$ cat src/cdhp_pkg.sv
// Types, codes and constants of the cut detector with heartbeat PWM.
// Used by the channel interfaces and the top level; depends on nothing.
package cdhp_pkg;

   localparam int SAMPLE_W       = 10;
   localparam int THRESHOLD_W    = 10;
   localparam int PERIOD_W       = 16;
   localparam int PHASE_W        = 16;
   localparam int DUTY_W         = 8;
   localparam int MASK_W         = 5;
   localparam int SAMPLE_INPUTS  = 5;
   localparam int OPCODE_W       = 2;
   localparam int CSR_INDEX_W    = 1;
   localparam int CSR_DATA_W     = 16;
   localparam int STORED_ENTRIES = 68;
   localparam int TBL_IDX_W      = $clog2(STORED_ENTRIES);
   localparam int START_COUNT    = 4;
   localparam int COUNT_W        = $clog2(SAMPLE_INPUTS + 1);

   localparam logic [DUTY_W-1:0]      BASE_LEVEL    = 8'd31;
   localparam logic [DUTY_W-1:0]      DUTY_OFF      = 8'd0;
   localparam logic [THRESHOLD_W-1:0] THRESHOLD_RST = 10'd512;
   localparam logic [PERIOD_W-1:0]    PERIOD_RST    = 16'd932;

   typedef enum logic [OPCODE_W-1:0] {
      OP_TICK  = 2'd0,
      OP_STOP  = 2'd1,
      OP_START = 2'd2
   } opcode_type;

   typedef enum logic [CSR_INDEX_W-1:0] {
      CSR_CUT_THRESHOLD = 1'b0,
      CSR_PULSE_PERIOD  = 1'b1
   } csr_index_type;

   typedef logic [SAMPLE_W-1:0] sample_type;

   typedef struct packed {
      logic [OPCODE_W-1:0]               opcode;
      sample_type [SAMPLE_INPUTS-1:0]    samples;
   } req_beat_type;

   typedef struct packed {
      logic [DUTY_W-1:0] duty;
      logic              heater_on;
      logic [MASK_W-1:0] cut_mask;
      logic              pulse_active;
   } rsp_beat_type;

   localparam logic [DUTY_W-1:0] BEAT_TABLE [STORED_ENTRIES] = '{
      8'h2a, 8'h29, 8'h28, 8'h27, 8'h26, 8'h25, 8'h24, 8'h23,
      8'h22, 8'h21, 8'h20, 8'h1f, 8'h28, 8'h33, 8'h3e, 8'h49,
      8'h54, 8'h5f, 8'h6a, 8'h76, 8'h81, 8'h8c, 8'h97, 8'ha2,
      8'had, 8'hb8, 8'hc3, 8'hcf, 8'hda, 8'he5, 8'hf0, 8'hfb,
      8'hf9, 8'hef, 8'he5, 8'hdb, 8'hd1, 8'hc7, 8'hbe, 8'hb4,
      8'haa, 8'ha0, 8'h96, 8'h8c, 8'h83, 8'h79, 8'h6f, 8'h65,
      8'h5b, 8'h52, 8'h48, 8'h3e, 8'h34, 8'h2a, 8'h20, 8'h20,
      8'h21, 8'h22, 8'h23, 8'h24, 8'h25, 8'h26, 8'h27, 8'h28,
      8'h29, 8'h2b, 8'h2c, 8'h2d
   };

endpackage

$ cat src/cdhp_intf.sv
// Valid/ready channel interfaces for tick requests and result beats.
// Depends on cdhp_pkg for field widths.
interface cdhp_req_if;
   logic                                    valid;
   logic                                    ready;
   logic [cdhp_pkg::OPCODE_W-1:0]           opcode;
   logic [cdhp_pkg::SAMPLE_W-1:0]           sample_one;
   logic [cdhp_pkg::SAMPLE_W-1:0]           sample_two;
   logic [cdhp_pkg::SAMPLE_W-1:0]           sample_three;
   logic [cdhp_pkg::SAMPLE_W-1:0]           sample_four;
   logic [cdhp_pkg::SAMPLE_W-1:0]           sample_five;

   modport source (output valid, opcode, sample_one, sample_two, sample_three,
                   sample_four, sample_five, input ready);
   modport sink   (input valid, opcode, sample_one, sample_two, sample_three,
                   sample_four, sample_five, output ready);
endinterface

interface cdhp_rsp_if;
   logic                                    valid;
   logic                                    ready;
   logic [cdhp_pkg::DUTY_W-1:0]             duty;
   logic                                    heater_on;
   logic [cdhp_pkg::MASK_W-1:0]             cut_mask;
   logic                                    pulse_active;

   modport source (output valid, duty, heater_on, cut_mask, pulse_active, input ready);
   modport sink   (input valid, duty, heater_on, cut_mask, pulse_active, output ready);
endinterface

$ cat src/cut_detect_heartbeat_pwm.sv
// Top level of the cut detector with latched heater and heartbeat PWM.
// Depends on cdhp_pkg and the channel interfaces in cdhp_intf.sv.
//
//   channel   dir   handshake      beat
//   req_ch    in    valid/ready    opcode, sample_one .. sample_five
//   rsp_ch    out   valid/ready    duty, heater_on, cut_mask, pulse_active
//   csr_*     in    csr_wr_en      csr_index, csr_wdata
//
// One beat per cycle sustained while rsp_ch is ready; a request passes the input register,
// then the result register.
// State update and result forming sit in one combinational pass after the input register.
// Synchronous active-high reset clears flags, heater, pulse, phase and both valids.
// A stalled result holds; the input register still takes one more beat behind it.
module cut_detect_heartbeat_pwm #(
   parameter int TABLE_LEN = 68,
   parameter int CHANNELS  = 5
) (
   input  logic                                 clock,
   input  logic                                 reset,
   input  logic                                 csr_wr_en,
   input  logic [cdhp_pkg::CSR_INDEX_W-1:0]     csr_index,
   input  logic [cdhp_pkg::CSR_DATA_W-1:0]      csr_wdata,
   cdhp_req_if.sink                             req_ch,
   cdhp_rsp_if.source                           rsp_ch
);

   localparam logic [cdhp_pkg::PHASE_W:0] TableLenW = (cdhp_pkg::PHASE_W + 1)'(TABLE_LEN);

   logic [cdhp_pkg::THRESHOLD_W-1:0] threshold_ff;
   logic [cdhp_pkg::PERIOD_W-1:0]    period_ff;

   logic                             in_valid_ff;
   cdhp_pkg::req_beat_type           in_beat_ff;
   logic                             out_valid_ff;
   cdhp_pkg::rsp_beat_type           out_beat_ff;

   logic [cdhp_pkg::MASK_W-1:0]      flags_ff, flags_in;
   logic                             heater_ff, heater_in;
   logic                             run_ff, run_in;
   logic [cdhp_pkg::PHASE_W-1:0]     phase_ff, phase_in;

   logic                             advance;
   logic                             fire;
   logic [cdhp_pkg::MASK_W-1:0]      hit;
   logic [cdhp_pkg::COUNT_W-1:0]     flag_cnt;
   logic [cdhp_pkg::PHASE_W-1:0]     phase_cur;
   logic [cdhp_pkg::PHASE_W:0]       phase_next;
   logic [cdhp_pkg::PHASE_W:0]       period_eff;
   logic [cdhp_pkg::DUTY_W-1:0]      duty_val;
   cdhp_pkg::req_beat_type           req_beat;

   assign advance      = !out_valid_ff || rsp_ch.ready;
   assign fire         = in_valid_ff && advance;
   assign req_ch.ready = !in_valid_ff || advance;

   assign req_beat.opcode     = req_ch.opcode;
   assign req_beat.samples[0] = req_ch.sample_one;
   assign req_beat.samples[1] = req_ch.sample_two;
   assign req_beat.samples[2] = req_ch.sample_three;
   assign req_beat.samples[3] = req_ch.sample_four;
   assign req_beat.samples[4] = req_ch.sample_five;

   always_ff @(posedge clock) begin
      if (reset) begin
         threshold_ff <= cdhp_pkg::THRESHOLD_RST;
         period_ff    <= cdhp_pkg::PERIOD_RST;
      end else if (csr_wr_en) begin
         case (csr_index)
            cdhp_pkg::CSR_CUT_THRESHOLD: threshold_ff <= csr_wdata[cdhp_pkg::THRESHOLD_W-1:0];
            cdhp_pkg::CSR_PULSE_PERIOD:  period_ff    <= csr_wdata[cdhp_pkg::PERIOD_W-1:0];
            default: ;
         endcase
      end
   end

   always_comb begin
      hit = '0;
      for (int i = 0; i < cdhp_pkg::SAMPLE_INPUTS; i++) begin
         if (i < CHANNELS && in_beat_ff.samples[i] < threshold_ff) begin
            hit[i] = 1'b1;
         end
      end
   end

   always_comb begin
      flags_in   = flags_ff;
      heater_in  = heater_ff;
      run_in     = run_ff;
      phase_cur  = phase_ff;
      flag_cnt   = '0;
      period_eff = ({1'b0, period_ff} > TableLenW) ? {1'b0, period_ff} : TableLenW;
      case (in_beat_ff.opcode)
         cdhp_pkg::OP_TICK: begin
            flags_in  = flags_ff | hit;
            heater_in = heater_ff | (|flags_in);
            for (int i = 0; i < cdhp_pkg::MASK_W; i++) begin
               flag_cnt = flag_cnt + cdhp_pkg::COUNT_W'(flags_in[i]);
            end
            if (flag_cnt >= cdhp_pkg::COUNT_W'(cdhp_pkg::START_COUNT) && !run_ff) begin
               run_in    = 1'b1;
               phase_cur = '0;
            end
         end
         cdhp_pkg::OP_STOP: begin
            run_in = 1'b0;
         end
         cdhp_pkg::OP_START: begin
            run_in    = 1'b1;
            phase_cur = '0;
         end
         default: ;
      endcase

      phase_next = {1'b0, phase_cur} + 1'b1;
      phase_in   = phase_cur;
      if (in_beat_ff.opcode == cdhp_pkg::OP_TICK && run_in) begin
         phase_in = (phase_next >= period_eff) ? '0 : phase_next[cdhp_pkg::PHASE_W-1:0];
      end

      if (!run_in) begin
         duty_val = cdhp_pkg::DUTY_OFF;
      end else if ({1'b0, phase_cur} < TableLenW &&
                   phase_cur < cdhp_pkg::PHASE_W'(cdhp_pkg::STORED_ENTRIES)) begin
         duty_val = cdhp_pkg::BEAT_TABLE[phase_cur[cdhp_pkg::TBL_IDX_W-1:0]];
      end else begin
         duty_val = cdhp_pkg::BASE_LEVEL;
      end
   end

   always_ff @(posedge clock) begin
      if (reset) begin
         in_valid_ff  <= 1'b0;
         out_valid_ff <= 1'b0;
         flags_ff     <= '0;
         heater_ff    <= 1'b0;
         run_ff       <= 1'b0;
         phase_ff     <= '0;
      end else begin
         if (req_ch.ready) begin
            in_valid_ff <= req_ch.valid;
         end
         if (advance) begin
            out_valid_ff <= in_valid_ff;
         end
         if (fire) begin
            flags_ff  <= flags_in;
            heater_ff <= heater_in;
            run_ff    <= run_in;
            phase_ff  <= phase_in;
         end
      end
   end

   always_ff @(posedge clock) begin
      if (req_ch.ready && req_ch.valid) begin
         in_beat_ff <= req_beat;
      end
      if (fire) begin
         out_beat_ff.duty         <= duty_val;
         out_beat_ff.heater_on    <= heater_in;
         out_beat_ff.cut_mask     <= flags_in;
         out_beat_ff.pulse_active <= run_in;
      end
   end

   assign rsp_ch.valid        = out_valid_ff;
   assign rsp_ch.duty         = out_beat_ff.duty;
   assign rsp_ch.heater_on    = out_beat_ff.heater_on;
   assign rsp_ch.cut_mask     = out_beat_ff.cut_mask;
   assign rsp_ch.pulse_active = out_beat_ff.pulse_active;

   a_duty_off: assert property (@(posedge clock) disable iff (reset)
      out_valid_ff && !out_beat_ff.pulse_active |-> out_beat_ff.duty == cdhp_pkg::DUTY_OFF)
      else $error("duty nonzero while pulse is off");

   a_heater_follows_flags: assert property (@(posedge clock) disable iff (reset)
      heater_ff == (flags_ff != '0))
      else $error("heater latch out of step with cut flags");

   a_flags_sticky: assert property (@(posedge clock) disable iff (reset)
      !$past(reset) |-> (flags_ff & $past(flags_ff)) == $past(flags_ff))
      else $error("cut flag cleared");

   a_auto_start: assert property (@(posedge clock) disable iff (reset)
      !$past(reset) && $rose(run_ff) && $past(in_beat_ff.opcode) == cdhp_pkg::OP_TICK
      |-> $countones(flags_ff) >= cdhp_pkg::START_COUNT)
      else $error("pulse started on tick without enough cut flags");

   a_stall_blocks_state: assert property (@(posedge clock) disable iff (reset)
      !$past(reset) && !$past(advance) |-> $stable(phase_ff) && $stable(run_ff))
      else $error("state moved while result stalled");

endmodule

$ cat src/flat_wrapper.sv
// flat-port wrapper written by rule: the top's interface ports become plain ports
module cut_detect_heartbeat_pwm_flat 
#(
   parameter int TABLE_LEN = 68,
   parameter int CHANNELS  = 5
)
  (clock, reset, csr_wr_en, csr_index, csr_wdata, req_ch_valid, req_ch_opcode, req_ch_sample_one, req_ch_sample_two, req_ch_sample_three, req_ch_sample_four, req_ch_sample_five, req_ch_ready, rsp_ch_valid, rsp_ch_duty, rsp_ch_heater_on, rsp_ch_cut_mask, rsp_ch_pulse_active, rsp_ch_ready);
  cdhp_req_if req_ch_i ();
  cdhp_rsp_if rsp_ch_i ();
  input  logic clock;
  input  logic reset;
  input  logic csr_wr_en;
  input  logic [cdhp_pkg::CSR_INDEX_W-1:0] csr_index;
  input  logic [cdhp_pkg::CSR_DATA_W-1:0] csr_wdata;
  input wire logic [$bits(req_ch_i.valid)-1:0] req_ch_valid;
  input wire logic [$bits(req_ch_i.opcode)-1:0] req_ch_opcode;
  input wire logic [$bits(req_ch_i.sample_one)-1:0] req_ch_sample_one;
  input wire logic [$bits(req_ch_i.sample_two)-1:0] req_ch_sample_two;
  input wire logic [$bits(req_ch_i.sample_three)-1:0] req_ch_sample_three;
  input wire logic [$bits(req_ch_i.sample_four)-1:0] req_ch_sample_four;
  input wire logic [$bits(req_ch_i.sample_five)-1:0] req_ch_sample_five;
  output wire logic [$bits(req_ch_i.ready)-1:0] req_ch_ready;
  output wire logic [$bits(rsp_ch_i.valid)-1:0] rsp_ch_valid;
  output wire logic [$bits(rsp_ch_i.duty)-1:0] rsp_ch_duty;
  output wire logic [$bits(rsp_ch_i.heater_on)-1:0] rsp_ch_heater_on;
  output wire logic [$bits(rsp_ch_i.cut_mask)-1:0] rsp_ch_cut_mask;
  output wire logic [$bits(rsp_ch_i.pulse_active)-1:0] rsp_ch_pulse_active;
  input wire logic [$bits(rsp_ch_i.ready)-1:0] rsp_ch_ready;
  assign req_ch_i.valid = req_ch_valid;
  assign req_ch_i.opcode = req_ch_opcode;
  assign req_ch_i.sample_one = req_ch_sample_one;
  assign req_ch_i.sample_two = req_ch_sample_two;
  assign req_ch_i.sample_three = req_ch_sample_three;
  assign req_ch_i.sample_four = req_ch_sample_four;
  assign req_ch_i.sample_five = req_ch_sample_five;
  assign req_ch_ready = req_ch_i.ready;
  assign rsp_ch_valid = rsp_ch_i.valid;
  assign rsp_ch_duty = rsp_ch_i.duty;
  assign rsp_ch_heater_on = rsp_ch_i.heater_on;
  assign rsp_ch_cut_mask = rsp_ch_i.cut_mask;
  assign rsp_ch_pulse_active = rsp_ch_i.pulse_active;
  assign rsp_ch_i.ready = rsp_ch_ready;
  cut_detect_heartbeat_pwm #(.TABLE_LEN(TABLE_LEN), .CHANNELS(CHANNELS)) u_core (.clock(clock), .reset(reset), .csr_wr_en(csr_wr_en), .csr_index(csr_index), .csr_wdata(csr_wdata), .req_ch(req_ch_i), .rsp_ch(rsp_ch_i));
endmodule
$ cat config.mk
export PLATFORM = sky130hd
export DESIGN_NAME = cut_detect_heartbeat_pwm_flat
export DESIGN_NICKNAME = d
export VERILOG_FILES = /design/src/cdhp_pkg.sv /design/src/cdhp_intf.sv /design/src/cut_detect_heartbeat_pwm.sv /design/src/flat_wrapper.sv
export SDC_FILE = /design/constraint.sdc
export NUM_CORES = 1
export LEC_CHECK = 0
export ABC_CLOCK_PERIOD_IN_PS = 9460
export BUFFER_PORTS_ARGS = -buffer_cell sky130_fd_sc_hd__clkbuf_2
export CORE_MARGIN = 2
export CORE_UTILIZATION = 40
export DETAILED_ROUTE_END_ITERATION = 8
export RECOVER_POWER = 25
export SLEW_MARGIN = 20
export SYNTH_ARGS = -nofsm -noshare
export SYNTH_HDL_FRONTEND = slang
export SYNTH_SLANG_ARGS = --single-unit
$ cat constraint.sdc
create_clock -name clock -period 9.46 [get_ports clock]
set_clock_uncertainty 0.05 [all_clocks]
set_input_delay 0.473 -clock clock [delete_from_list [all_inputs] [get_ports clock]]
set_output_delay 0.473 -clock clock [all_outputs]
set_load 0.005 [all_outputs]
; ---- Word-level counts from Yosys, hierarchy flattened
; Memories as Yosys holds them, arrays and structs flattened.
; Cells that the tools add are included.
[totals]
reg_bits = 118
romBits = 1024
in_bits = 74
output_inout_bits = 17
elab_cells = 74
n_memories = 1
[mem_list]
columns = name, words, width, read_ports, rd_ports_with_merged_regs, wr, line
row1 = (name not given), 128, 8, 1, 0, 0, cut_detect_heartbeat_pwm.sv:124  ; duty_val = cdhp_pkg::BEAT_TABLE[phase_cur[cdhp_pkg::TBL_IDX_W-1:0]];
[op_classes]
n_addsub = 5
order_cmp = 11
n_eq_ne = 2
muxes = 17
n_bitwise = 4
reduce_logical = 15
[ops]
columns = op, n
row1 = $mux 16, 4
row2 = $lt 10x10->1, 5
row3 = $lt 16x7->1 const B, 2
row4 = $pmux 16 s2, 1
row5 = $add 16x1->17 const B, 1
row6 = $ge 17x17->1, 1
row7 = $gt 16x7->1 const B, 1
row8 = $mux 8, 2
row9 = $mux 5, 2
row10 = $add 3x1->3, 3
row11 = $ge 8x8->1 const B, 1
row12 = $not 7->8, 1
row13 = $mux 1, 7
row14 = $reduce_and 2->1, 3
row15 = $logic_and 1x1->1, 5
row16 = $or 5x5->5, 1
row17 = $reduce_or 5->1, 1
row18 = $ge 3x3->1 const B, 1
row19 = $logic_not 1->1, 3
row20 = $pmux 1 s3, 1
row21 = $add 1x1->2, 1
row22 = $eq 2x1->1 const B, 1
row23 = $eq 2x2->1 const B, 1
row24 = $logic_not 2->1, 1
row25 = 3 further kinds, 4

; ---- Longest topological paths before layout
[depth]
ltp_word = 16
depth_mapped = 34
depth_no_buf = 32

; ---- Worst setup path before layout
; No wires, ideal clock.
[synth_timing]
path_type = flip-flop to flip-flop
start = register u_core.threshold_ff[1] in the netlist's numbering
end = register u_core.phase_ff[5] in the netlist's numbering
setup_ns = 0.059
arrival_ns = 6.499
t_required_ns = 9.351
setup_slack_ns = 2.852
path_stages_with_launch = 35
n_path_buf = 3
period_less_slack_ns = 6.608
path_cell_list = dfxtp_1 > inv_1 > ha_1 > a21o_1 > a21o_1 > a21oi_1 > o21ai_0 > a221oi_1 > nor2_1 > ha_1 > fa_1 > ha_1 > and2_1 > o2111a_1 > o211ai_2 > nand3b_4 > a21bo_1 > buf_6 > buf_2 > nor2_1 > ha_1 > inv_1 > nor3_1 > and3_1 > xnor2_1 > nor2_1 > ha_1 > a211oi_1 > o21ai_0 > o2bb2ai_1 > a21boi_1 > o211ai_1 > nor3_2 > buf_2 > a22o_1
[synth_via]
elab_chain_cells = 15
elab_cells_between_ends = 26
cone_classes = 5 x add/sub / 7 x order compare / 11 x mux / 1 x bitwise / 2 x reduce/logical
[synth_lines]
columns = element, line
row1 = from (decl), cut_detect_heartbeat_pwm.sv:29  ; logic [cdhp_pkg::THRESHOLD_W-1:0] threshold_ff;
row2 = from (signal assigned), cut_detect_heartbeat_pwm.sv:65  ; threshold_ff <= cdhp_pkg::THRESHOLD_RST;
row3 = from (signal assigned), cut_detect_heartbeat_pwm.sv:69  ; cdhp_pkg::CSR_CUT_THRESHOLD: threshold_ff <= csr_wdata[cdhp_pkg::THRESHOLD_W-1:0];
row4 = $lt 10x10->1, cut_detect_heartbeat_pwm.sv:79  ; if (i < CHANNELS && in_beat_ff.samples[i] < threshold_ff) begin
row5 = $mux 1, cut_detect_heartbeat_pwm.sv:79
row6 = $or 5x5->5 (*), cut_detect_heartbeat_pwm.sv:94  ; flags_in = flags_ff | hit;
row7 = $add 1x1->2, cut_detect_heartbeat_pwm.sv:97  ; flag_cnt = flag_cnt + cdhp_pkg::COUNT_W'(flags_in[i]);
row8 = $add 3x1->3 (2 in a row), cut_detect_heartbeat_pwm.sv:97
row9 = $add 3x1->3 (*), cut_detect_heartbeat_pwm.sv:97
row10 = $ge 3x3->1 (*), cut_detect_heartbeat_pwm.sv:99  ; if (flag_cnt >= cdhp_pkg::COUNT_W'(cdhp_pkg::START_COUNT) && !run_ff) begin
row11 = $logic_and 1x1->1 (*), cut_detect_heartbeat_pwm.sv:99
row12 = $mux 16, cut_detect_heartbeat_pwm.sv:99
row13 = $pmux 16 s2, cut_detect_heartbeat_pwm.sv:92  ; case (in_beat_ff.opcode)
row14 = $add 16x1->17, cut_detect_heartbeat_pwm.sv:114  ; phase_next = {1'b0, phase_cur} + 1'b1;
row15 = $ge 17x17->1, cut_detect_heartbeat_pwm.sv:117  ; phase_in = (phase_next >= period_eff) ? '0 : phase_next[cdhp_pkg::PHASE_W-1:0];
row16 = $mux 16, cut_detect_heartbeat_pwm.sv:117
row17 = $mux 16 (*), cut_detect_heartbeat_pwm.sv:116  ; if (in_beat_ff.opcode == cdhp_pkg::OP_TICK && run_in) begin
row18 = to (signal assigned), cut_detect_heartbeat_pwm.sv:149  ; phase_ff <= phase_in;
row19 = to (decl), cut_detect_heartbeat_pwm.sv:40  ; logic [cdhp_pkg::PHASE_W-1:0] phase_ff, phase_in;
; Every way passes the cells marked *; elsewhere a longest branch is shown, timed or not.
; A chain may end at the register's enable or synchronous reset.

; ---- Final worst setup path
[layout_timing]
start = register u_core.threshold_ff[1] in the netlist's numbering
end = register u_core.phase_ff[1] in the netlist's numbering
; The elaborated chain is that of the path after synthesis.

==> flow_summary_export.csv <==
group,metric,value,unit
finish,final_layout_size_suffix_gt1_share,17.4,%
synthesis,yosysSeqAreaShare,44.2,%
placed_design,gp_congestion,0.881,
route,ant_nets,0,
setup_path,required,9.77,ns
route,vias,5608,
finish,layout_common_cells,"nand2_1 (93), clkbuf_2 (90), ha_1 (73), edfxtp_1 (67), a21oi_1 (52)",
synthesis,syn_area,6860,um^2
setup_path,cp.arrival,8.28,ns
route,post-route-drc-count,0,
placed_design,dp_hpwl,13.0,mm
power_and_ir_drop,combPwrFrac,15.3,%
global_route,gr-total-overflow,0,
timing,final-max-slew-violation-count,0,
setup_path,critPathMaxFanout,14,
synthesis,yosysWarnings,0,
finish,post-route-util,48.5,%
synthesis,ys_types,66,
global_route,grt.total_usage,19.9,%
power_and_ir_drop,pwr-share-seq,39.9,%
floorplan,start_util,41.2,%
synthesis,syn_inst,707,
synthesis,synth_edf_count,67,
floorplan,fp.dieW,135,um
timing,slew-limit-headroom,39.3,%
clocking,cts_made_buffers,17,
setup_path,path_delay_family,"compound AO/OA/AOI/OAI gates",
setup_path,critPathMostFrequentCell,"ha_1",
timing,period_needed,7.98,ns
clocking,cts_tree,"built",
finish,layout_commonest_cell,"nand2_1",
setup_path,critPathBufInv,3,
setup_path,critPathSlowestCell,"nor3_2",
clocking,htreeDepth,4,
timing,rsz0062_at_grt,"false",
setup_path,worst_path_largest_cell_delay,0.72,ns
power_and_ir_drop,p_leak,0.00335,uW
setup_path,end_kind,"register",
global_route,grt_pass1_vias,5644,
clocking,cts_root_buf,"clkbuf_16",
floorplan,core,16600,um^2
route,firstDrtPassIters,5,
synthesis,ys_seq_elements,118,
clocking,worstSkewPairLatency,0.42,ns
status,outcome,"completed",
route,drtIter0Drc,356,
synthesis,synthFlopType,"edfxtp_1",
route,detail_route.vias_per_cell,5.51,
power_and_ir_drop,p_clk_share,44.8,%
clocking,cts_resized,0,
timing,period_share,84.3,%
floorplan,fp.dieArea,18200,um^2
clocking,ctsHoldBuffers,0,
global_route,antenna_found_initial,0,
route,wl_per_cell,17.1,um
worst_hold_path,holdCritPathClass,"input port to register",
floorplan,dieHeight,135,um
timing,setup_viol,0,
timing,max_slew.worst_pin.slew,0.905,ns
run,drv_cap,0,
power_and_ir_drop,powerDensity,185,nW/um^2
timing,tns,0,ns
power_and_ir_drop,peakVddDrop,0.129,mV
clocking,clk_pin_slew_worst_paths,0.06,ns
timing,clock.fmax,125,MHz
clocking,cts_setup_buffers,0,
floorplan,fp-row-count,47,
setup_path,criticalPathCategory,"register to register",
global_route,grt_max_degree,53,
global_route,grt_pass1_wl,28.2,mm
timing,hold_viol,0,
clocking,clock_sinks,118,
power_and_ir_drop,p_sw_share,26.7,%
synthesis,synthArstFlopShare,0,%
route,drt-total-wl,17.4,mm
synthesis,avgSynthCellArea,9.70,um^2
synthesis,synth_fp_nets,855,
clocking,clk_path_buf_depth,2,
power_and_ir_drop,p_switching,398,uW
finish,fin_nets,933,
finish,antenna_cells,0,
finish,syn_to_final_growth,17.7,%
power_and_ir_drop,internal_power,1090,uW
placed_design,io_buffers,90,
floorplan,io_pins,91,
setup_path,worstSetupStartpointType,"register",
state kept, by name (all words and copies together) (netlist names):
register,count
u_core.in_valid_ff,1
u_core.in_beat_ff,52
u_core.flags_ff,5
u_core.rsp_ch.duty,8
u_core.rsp_ch.pulse_active,1
u_core.period_ff,16
u_core.threshold_ff,10
u_core.heater_ff,1
u_core.run_ff,1
u_core.rsp_ch.valid,1
u_core.rsp_ch.heater_on,1
u_core.phase_ff,16
u_core.rsp_ch.cut_mask,5
cells in the mapped netlist, types with 3 or more instances:
| master | instances | area [um^2] |
|---|---|---|
| a211oi_1 | 13 | 97.6 |
| a21o_1 | 15 | 113 |
| a21oi_1 | 52 | 260 |
| a221oi_1 | 3 | 26.3 |
| a22o_1 | 13 | 114 |
| a31oi_1 | 7 | 43.8 |
| a32o_1 | 3 | 30.0 |
| and2_1 | 7 | 43.8 |
| and3_1 | 4 | 25.0 |
| buf_1 | 5 | 18.8 |
| buf_2 | 6 | 30.0 |
| clkbuf_1 | 22 | 82.6 |
| dfxtp_1 | 51 | 1020 |
| edfxtp_1 | 67 | 2010 |
| ha_1 | 73 | 913 |
| inv_1 | 36 | 135 |
| mux2i_1 | 3 | 30.0 |
| nand2_1 | 93 | 349 |
| nand2b_1 | 13 | 81.3 |
| nand3_1 | 8 | 40.0 |
| nand4_1 | 12 | 75.1 |
| nor2_1 | 48 | 180 |
| nor2b_1 | 9 | 56.3 |
| nor3_1 | 12 | 60.1 |
| nor4_1 | 8 | 50.1 |
| o211a_1 | 5 | 50.1 |
| o211ai_1 | 10 | 75.1 |
| o21a_1 | 10 | 75.1 |
| o21ai_0 | 28 | 140 |
| o221a_1 | 3 | 33.8 |
| o22ai_1 | 5 | 31.3 |
| o31ai_1 | 5 | 37.5 |
| o41ai_1 | 3 | 26.3 |
| or2_2 | 6 | 37.5 |
| xnor2_1 | 7 | 61.3 |
| xor2_1 | 9 | 78.8 |
cell families (layout without fill, tap and decap cells):
group | after synthesis | after routing | synth area share, %
DFF | 118 | 118 | 44.2
buffers and inverters | 72 | 163 | 4.16
muxes | 5 | 5 | 0.931
AOI/OAI and AO/OA | 192 | 192 | 19.0
adders and majority gates | 74 | 74 | 13.6
and+or+nand+nor | 230 | 230 | 16.0
xor gates and xnor gates | 16 | 16 | 2.04
per-stage QoR:
| step | cell area [um^2] | cells | setup slack [ns] | hold WS [ns] | total power [uW] |
|---|---|---|---|---|---|
| floorplan | 6860 | 707 | 2.85 | 0.381 | 758 |
| global placement | 7460 | 986 | 1.87 | 0.393 | 826 |
| detailed placement | 7460 | 986 | 1.56 | 0.396 | 832 |
| CTS | 8070 | 1018 | 1.53 | 0.161 | 1500 |
| global route | 8070 | 1018 | 0.796 | 0.159 | 1550 |
| finish | 8070 | 1018 | 1.48 | 0.174 | 1490 |
path summary, 6_finish.rpt:
path / startpoint / to / slack, ns / cells past startpoint
worst min-delay path: req_ch_sample_two[9] / u_core.in_beat_ff[19] / 0.17 / 1
worst min register to register: u_core.threshold_ff[2] / u_core.threshold_ff[2] / 0.40 / 2
worst max-delay path: u_core.threshold_ff[1] / u_core.phase_ff[1] / 1.48 / 32
worst max register to register: u_core.threshold_ff[1] / u_core.phase_ff[1] / 1.48 / 32
cell type report:
class	count	area, um^2
clock buffer	20	457
clock inverter	12	151
fill	1556	8570
inverter	38	143
multi-input combinational	517	3540
sequential	118	3030
tap	220	275
timing repair buffer	93	473
layer usage:
layer / up-vias / share of wire (%) / global-route usage (%)
met3: 39 / 4.9 / 4.20
met5: - / 0 / 0
met1: 2658 / 43 / 24.2
met2: 160 / 49 / 33.8
li1: 2751 / - / -
met4: 0 / 3.1 / 9.06
worst register-to-register path, delay by kind of cell, from the launching register on:
kind | cells | cell delay [ns]
AOI/OAI and AO/OA | 14 | 2.98
xor gates and xnor gates | 1 | 0.14
adders and majority gates | 6 | 1.93
buffers and inverters | 3 | 0.43
DFF | 1 | 0.32
and+or+nand+nor | 8 | 2.06
power by group through the flow:
stage,Clock [uW],Combinational [uW],Sequential [uW]
6_report,667,228,594
3_3_place_gp,0,222,604
3_5_place_dp,0,227,605
2_1_floorplan,0,166,592
5_1_grt,700,258,597
4_1_cts,675,229,594
(Power assumes the default switching activity.)
